<file path="config.mk">
export PLATFORM = sky130hd
export DESIGN_NAME = msgpack_header_encoder_core
export DESIGN_NICKNAME = d
export VERILOG_FILES = /design/src/sv/msgpe_pkg.sv /design/src/sv/msgpe_front.sv /design/src/sv/msgpe_fifo.sv /design/src/sv/msgpe_back.sv /design/src/sv/msgpack_header_encoder_core.sv
export SDC_FILE = /design/constraint.sdc
export NUM_CORES = 1
export LEC_CHECK = 0
export ABC_AREA = 1
export ABC_CLOCK_PERIOD_IN_PS = 7500
export BUFFER_PORTS_ARGS = -buffer_cell sky130_fd_sc_hd__buf_2
export CAP_MARGIN = 20
export CORE_MARGIN = 10
export CORE_UTILIZATION = 36
export CTS_BUF_LIST = sky130_fd_sc_hd__clkbuf_8
export CTS_CLUSTER_DIAMETER = 100
export DETAILED_ROUTE_END_ITERATION = 12
export GPL_TIMING_DRIVEN = 0
export PLACE_DENSITY = 0.49
export SETUP_SLACK_MARGIN = 0.15
export SLEW_MARGIN = 20
export SYNTH_ARGS = -nofsm -noshare
export SYNTH_HDL_FRONTEND = slang
export SYNTH_SLANG_ARGS = --single-unit
export TNS_END_PERCENT = 10
</file>
<file path="constraint.sdc">
create_clock -name clk -period 7.5 [get_ports clk]
set_input_delay 1.5 -clock clk [delete_from_list [all_inputs] [get_ports clk]]
set_output_delay 1.5 -clock clk [all_outputs]
set_load 0.005 [all_outputs]
</file>
<file path="src/sv/msgpe_pkg.sv">
// Package for the MessagePack header encoder: mode codes, marker bytes,
// the job descriptor passed from the front end to the serialiser.
// No dependencies.
`timescale 1ns / 1ps

package msgpe_pkg;

	// Item kinds carried on the input tuser
	typedef enum logic [2:0] {
		MODE_UINT  = 3'd0,
		MODE_BOOL  = 3'd1,
		MODE_STR   = 3'd2,
		MODE_ARRAY = 3'd3,
		MODE_MAP   = 3'd4,
		MODE_RAW   = 3'd5
	} mode_t;

	// MessagePack marker bytes
	localparam logic [7:0] MK_FIXSTR = 8'ha0;
	localparam logic [7:0] MK_STR8   = 8'hd9;
	localparam logic [7:0] MK_UINT8  = 8'hcc;
	localparam logic [7:0] MK_UINT16 = 8'hcd;
	localparam logic [7:0] MK_UINT32 = 8'hce;
	localparam logic [7:0] MK_UINT64 = 8'hcf;
	localparam logic [7:0] MK_FIXARR = 8'h90;
	localparam logic [7:0] MK_ARR16  = 8'hdc;
	localparam logic [7:0] MK_FIXMAP = 8'h80;
	localparam logic [7:0] MK_MAP16  = 8'hde;
	localparam logic [7:0] MK_TRUE   = 8'hc3;
	localparam logic [7:0] MK_FALSE  = 8'hc2;

	// Descriptor queue depth and derived widths
	localparam int QDEPTH = 2;
	localparam int QPTR_W = (QDEPTH > 1) ? $clog2(QDEPTH) : 1;
	localparam int QCNT_W = $clog2(QDEPTH + 1);

	// One encoded item: head byte, then nbytes taken from the top of payload
	typedef struct packed {
		logic [7:0]  head;
		logic [3:0]  nbytes;
		logic [63:0] payload;
	} desc_t;

endpackage

</file>
<file path="src/sv/msgpe_front.sv">
// Front end: classifies one input item into a descriptor (marker byte plus
// left-aligned big-endian payload and its byte count). Uses msgpe_pkg.
`timescale 1ns / 1ps

module msgpe_front (
	input  logic [2:0]          mode,
	input  logic [63:0]         value,
	input  logic [15:0]         length,
	input  logic [7:0]          data_byte,
	output msgpe_pkg::desc_t    desc
);
	import msgpe_pkg::*;

	// Pick the shortest form and align its payload to the top byte
	always_comb begin
		desc = '0;
		unique case (mode)
			MODE_UINT: begin
				if (value <= 64'h7f) begin
					desc.head = value[7:0];
				end else if (value <= 64'hff) begin
					desc.head    = MK_UINT8;
					desc.nbytes  = 4'd1;
					desc.payload = {value[7:0], 56'd0};
				end else if (value <= 64'hffff) begin
					desc.head    = MK_UINT16;
					desc.nbytes  = 4'd2;
					desc.payload = {value[15:0], 48'd0};
				end else if (value <= 64'hffff_ffff) begin
					desc.head    = MK_UINT32;
					desc.nbytes  = 4'd4;
					desc.payload = {value[31:0], 32'd0};
				end else begin
					desc.head    = MK_UINT64;
					desc.nbytes  = 4'd8;
					desc.payload = value;
				end
			end
			MODE_BOOL: begin
				desc.head = (value != 64'd0) ? MK_TRUE : MK_FALSE;
			end
			MODE_STR: begin
				// long strings use str8 with the low length byte only
				if (length <= 16'd31) begin
					desc.head = MK_FIXSTR | {3'd0, length[4:0]};
				end else begin
					desc.head    = MK_STR8;
					desc.nbytes  = 4'd1;
					desc.payload = {length[7:0], 56'd0};
				end
			end
			MODE_ARRAY, MODE_MAP: begin
				if (length <= 16'd15) begin
					desc.head = ((mode == MODE_ARRAY) ? MK_FIXARR : MK_FIXMAP)
						| {4'd0, length[3:0]};
				end else begin
					desc.head    = (mode == MODE_ARRAY) ? MK_ARR16 : MK_MAP16;
					desc.nbytes  = 4'd2;
					desc.payload = {length, 48'd0};
				end
			end
			default: begin
				// raw byte, and the unused codes behave the same
				desc.head = data_byte;
			end
		endcase
	end

endmodule

</file>
<file path="src/sv/msgpe_fifo.sv">
// Short descriptor queue between front end and serialiser.
// Uses msgpe_pkg for the descriptor type and depth.
`timescale 1ns / 1ps

module msgpe_fifo (
	input  logic                clk,
	input  logic                arst_n,
	input  logic                push,
	input  msgpe_pkg::desc_t    wdata,
	input  logic                pop,
	output msgpe_pkg::desc_t    rdata,
	output logic                full,
	output logic                empty
);
	import msgpe_pkg::*;

	desc_t              mem_q [QDEPTH];
	logic [QPTR_W-1:0]  wptr_q;
	logic [QPTR_W-1:0]  rptr_q;
	logic [QCNT_W-1:0]  cnt_q;

	assign full  = (cnt_q == QCNT_W'(QDEPTH));
	assign empty = (cnt_q == '0);
	assign rdata = mem_q[rptr_q];

	// Storage, no reset needed
	always_ff @(posedge clk) begin
		if (push) begin
			mem_q[wptr_q] <= wdata;
		end
	end

	// Pointers and occupancy
	always_ff @(posedge clk or negedge arst_n) begin
		if (!arst_n) begin
			wptr_q <= '0;
			rptr_q <= '0;
			cnt_q  <= '0;
		end else begin
			if (push) begin
				wptr_q <= (wptr_q == QPTR_W'(QDEPTH - 1)) ? '0 : wptr_q + 1'b1;
			end
			if (pop) begin
				rptr_q <= (rptr_q == QPTR_W'(QDEPTH - 1)) ? '0 : rptr_q + 1'b1;
			end
			if (push && !pop) begin
				cnt_q <= cnt_q + 1'b1;
			end else if (pop && !push) begin
				cnt_q <= cnt_q - 1'b1;
			end
		end
	end

endmodule

</file>
<file path="src/sv/msgpe_back.sv">
// Serialiser: takes descriptors from the queue and emits one byte per cycle
// unless m_tready stalls it, via a registered stream output. Uses msgpe_pkg.
`timescale 1ns / 1ps

module msgpe_back (
	input  logic                clk,
	input  logic                arst_n,
	input  msgpe_pkg::desc_t    desc,
	input  logic                empty,
	output logic                pop,
	output logic                m_tvalid,
	input  logic                m_tready,
	output logic [7:0]          m_tdata,   // [7:0] out_byte
	output logic                m_tlast
);
	import msgpe_pkg::*;

	logic [3:0]  rem_q;     // payload bytes still to send for current item
	logic [63:0] sh_q;      // remaining payload, next byte on top
	logic        tvalid_q;
	logic [7:0]  tdata_q;
	logic        tlast_q;
	logic        out_free;

	assign out_free = !tvalid_q || m_tready;
	assign pop      = out_free && (rem_q == 4'd0) && !empty;
	assign m_tvalid = tvalid_q;
	assign m_tdata  = tdata_q;
	assign m_tlast  = tlast_q;

	// Control: payload countdown and output valid
	always_ff @(posedge clk or negedge arst_n) begin
		if (!arst_n) begin
			rem_q    <= '0;
			tvalid_q <= 1'b0;
		end else if (out_free) begin
			if (rem_q != 4'd0) begin
				rem_q    <= rem_q - 4'd1;
				tvalid_q <= 1'b1;
			end else if (!empty) begin
				rem_q    <= desc.nbytes;
				tvalid_q <= 1'b1;
			end else begin
				tvalid_q <= 1'b0;
			end
		end
	end

	// Data path: head byte first, then payload bytes from the top
	always_ff @(posedge clk) begin
		if (out_free) begin
			if (rem_q != 4'd0) begin
				tdata_q <= sh_q[63:56];
				tlast_q <= (rem_q == 4'd1);
				sh_q    <= {sh_q[55:0], 8'd0};
			end else if (!empty) begin
				tdata_q <= desc.head;
				tlast_q <= (desc.nbytes == 4'd0);
				sh_q    <= desc.payload;
			end
		end
	end

endmodule

</file>
<file path="src/sv/msgpack_header_encoder_core.sv">
// MessagePack header encoder: each accepted transaction becomes 1 to 9 output
// bytes (marker byte, then big-endian payload), one byte per cycle unless
// m_tready stalls the output, with tlast on the final byte. An item has one
// output byte for fixint, bool, fix headers and raw bytes, up to 9 for a
// uint64. The front end accepts a new transaction every cycle while its
// two-entry descriptor queue has room, so classification overlaps
// serialisation of earlier items. No state is kept between items. Depends on
// msgpe_pkg, msgpe_front, msgpe_fifo, msgpe_back.
`timescale 1ns / 1ps

module msgpack_header_encoder_core (
	input  logic        clk,
	input  logic        arst_n,
	input  logic        s_tvalid,
	output logic        s_tready,
	input  logic [87:0] s_tdata,   // [63:0] value, [79:64] length, [87:80] data_byte
	input  logic [2:0]  s_tuser,   // [2:0] mode
	output logic        m_tvalid,
	input  logic        m_tready,
	output logic [7:0]  m_tdata,   // [7:0] out_byte
	output logic        m_tlast
);
	import msgpe_pkg::*;

	desc_t cls_desc;
	desc_t q_desc;
	logic  q_full;
	logic  q_empty;
	logic  q_pop;
	logic  q_push;

	assign s_tready = !q_full;
	assign q_push   = s_tvalid && !q_full;

	// Classify incoming item
	msgpe_front u_front (
		.mode      (s_tuser),
		.value     (s_tdata[63:0]),
		.length    (s_tdata[79:64]),
		.data_byte (s_tdata[87:80]),
		.desc      (cls_desc)
	);

	// Decouple front end from serialiser
	msgpe_fifo u_fifo (
		.clk    (clk),
		.arst_n (arst_n),
		.push   (q_push),
		.wdata  (cls_desc),
		.pop    (q_pop),
		.rdata  (q_desc),
		.full   (q_full),
		.empty  (q_empty)
	);

	// Emit bytes
	msgpe_back u_back (
		.clk      (clk),
		.arst_n   (arst_n),
		.desc     (q_desc),
		.empty    (q_empty),
		.pop      (q_pop),
		.m_tvalid (m_tvalid),
		.m_tready (m_tready),
		.m_tdata  (m_tdata),
		.m_tlast  (m_tlast)
	);

endmodule
</file>
==> impl_metrics.ini <==
[outcome]
status = finished, final reports clean

[critical_path]
critPathLaunchType = input pin
path_cells = buf_2 > nor2_1 > nand2_1 > nor2_1 > nand4_1 > nor2_1 > a21oi_1 > nor2_1
worst_path_largest_cell_delay_ps = 640
r2r_start = u_fifo.rptr_q
cpMostUsedCell = nor2_1
setup.worst_path.end_class = flip-flop
reg2reg_depth = 5
worstPathRequired_ps = 7850
crit_type = in -> reg
arrival_ps = 3430
critPathSlowestCell = nor2_1
worstReg2RegEnd = u_back.sh_q[17]
r2r_slack_ps = 5100
critPathMaxFanout = 6

[drt]
viasPerCell = 5.07
wire_per_inst_um = 20.9
ant_nets = 0
drt-pass1-iter-count = 5
wl_mm = 32.5
drc = 0
num_vias = 7877
drt-initial-drc-count = 575

[grt]
antenna_found_initial = 0
grt_first_pass_wirelength_mm = 48.2
grt_pass1_vias = 7912
gr-total-overflow = 0
grt_use_total_pct = 17.8
grt_max_degree = 45

[placement]
place_area_um2 = 11600
hpwl_mm = 24.0
pre_cts_slack_ps = 3920
globalplace.congestion = 0.902
io_buffers = 105
post-place-cells = 1482

[finish]
register_area_um2 = 6980
area_growth_pct = 19.5
multi_input_area_um2 = 3000
antenna_cells = 0
fillers = 2846
drive_gt1_share_pct = 17.8
fin_cells = 1555
final_area_um2 = 12400
nNetsFinal = 1244

[synth]
yosysMostFrequentCell = nand2_1
ys_ff_latch = 234
syn_area_per_cell_um2 = 10.4
synth-seq-area-share_pct = 67.5
synth.area.top_cells = edfxtp_1 (65%), nand2_1 (10%), nor2_1 (6.2%)
synth_nets = 1088
synth_cells = 990
synthArstFlopShare_pct = 3.85
synth_ff_type = edfxtp_1
synth_cell_types = 35
synth_area_um2 = 10300
synth_edf_count = 225
yosysTopAreaCell = edfxtp_1
yosysWarnings = 0
yosysTopAreaCellShare_pct = 65.3
synthTopCellsByCount = nand2_1 (282), edfxtp_1 (225), nor2_1 (171)

[clock_tree]
clock-root-buffer = clkbuf_8
insertion_delay_ps = 540
clock-sinks = 234
postCtsSetupBuffers = 0
clkTransAtPathRegs_ps = 60
cts_resized = 0
cts_buffers = 40
cts_max_level = 2
cts_tree = built
clock_path_buffers = 3
cts_hold_buf = 0

[power_and_ir_drop]
peakVddDrop_mv = 0.180
p_leak_nw = 4.92
powerDensity_nw_per_um2 = 369

[timing]
layout_setup_ws_ps = 4420
min_period_over_period_pct = 41.0
maxSlewViolCount = 0
hold_ws_ps = 508
setup_viol_count_final = 0
max_freq_mhz = 325
fin_crit_ps = 3080
worst_slew_pin_slew_ps = 822
rsz0062_at_grt = false
fin_skew_ps = 12.4
finalHoldViolCount = 0
relSlewSlack_pct = 45.2

[die]
ios = 106
initial_core_util_pct = 36.8
rows = 61
die_y_um = 190
coreArea_um2 = 28100
die-area_um2 = 35900
die_x_um = 190

[worst_hold_path]
whs_endpoint = u_fifo.cnt_q[1]
min_from = u_fifo.cnt_q[1]
min_path_cells = 1
hold_path_class = reg -> reg

[job]
cap_violations = 0
-- flip-flops by register name (all words and copies together) (netlist names) --
name and cells:
u_fifo.mem_q 152, u_back.sh_q 64, u_back.m_tdata 8, u_back.rem_q 4, u_fifo.cnt_q 2, u_back.m_tlast 1
u_back.m_tvalid 1, u_fifo.rptr_q 1, u_fifo.wptr_q 1
-- critical path, delay by kind of cell --
| kind | cells | cell delay [ps] |
|---|---|---|
| AND/OR/NAND/NOR | 6 | 1650 |
| AO/OA/AOI/OAI | 1 | 150 |
| buffers and inverters | 1 | 120 |
-- how the worst max path moves through the flow --
stage	startpoint	end	depth (start not counted)
final	s_tdata[37]	u_fifo.mem_q[0][46]	8
after global routing	s_tdata[37]	u_fifo.mem_q[0][46]	8
after CTS	s_tdata[37]	u_fifo.mem_q[0][46]	8
after detailed placement	s_tdata[37]	u_fifo.mem_q[1][46]	8
after global placement	s_tvalid	u_fifo.mem_q[1][45]	3
after floorplan	s_tvalid	u_fifo.mem_q[1][0]	2
-- layout by cell type, fill, tap and decap left out, drive strengths merged --
cell type and instances:
edfxtp 225, clkbuf 63, bufinv 2, nand3 31
a21oi 49, nand2 286, buf 135, or2 2
clkinvlp 1, nor3 4, a22oi 3, xnor2 2
o211ai 1, nor3b 1, inv 59, o31ai 2
nand3b 1, dfrtp 9, o22ai 2, clkinv 17
o21ai 29, nor2 179, a31oi 64, nand4 6
xor2 1, ha 3
-- metal layers --
| layer | track usage [%] | part of all wire, % | routed length (um) |
|---|---|---|---|
| met1 | 23.6 | 44 | 14200 |
| met2 | 27.1 | 44 | 14400 |
| met3 | 3.86 | 7.6 | 2470 |
| met4 | 8.49 | 4.2 | 1360 |
| met5 | 0 | 0 | 0 |
-- cell type report --
type | instances | area share (%)
well taps | 378 | 3.83
flip-flops and latches | 234 | 56.5
clock inverters | 31 | 1.49
multi-input cells | 666 | 24.3
inverters | 48 | 1.48
clock buffers | 42 | 4.68
repair buffers | 114 | 6.19
plain buffers | 42 | 1.58
-- cells by family (layout without fill, tap and decap cells) --
| logic type | after synthesis | count (layout) | synth area share, % |
|---|---|---|---|
| buffers and inverters | 90 | 277 | 3.63 |
| AOI/OAI and AO/OA | 150 | 150 | 8.31 |
| adders and majority gates | 3 | 3 | 0.363 |
| xor gates and xnor gates | 3 | 3 | 0.254 |
| and+or+nand+nor | 510 | 510 | 19.9 |
| DFF | 234 | 234 | 67.5 |
-- report_power, final --
group	switching, mW	total [mW]	internal, mW	leakage, nW
sequential	0.133	2.13	2.00	2.28
clock	0.513	1.10	0.590	0.427
combinational	0.903	1.32	0.419	2.21
total	1.55	4.56	3.01	4.92
-- per-stage QoR --
stage	TNS, ps	power [mW]	utilization (%)
2_1_floorplan	0	2.89	-
3_3_place_gp	-53540	3.44	40.4
3_5_place_dp	0	3.50	41.3
4_1_cts	0	4.61	44.0
5_1_grt	0	4.84	44.0
6_report	0	4.56	44.0
Power figures use the tool's default switching activity.
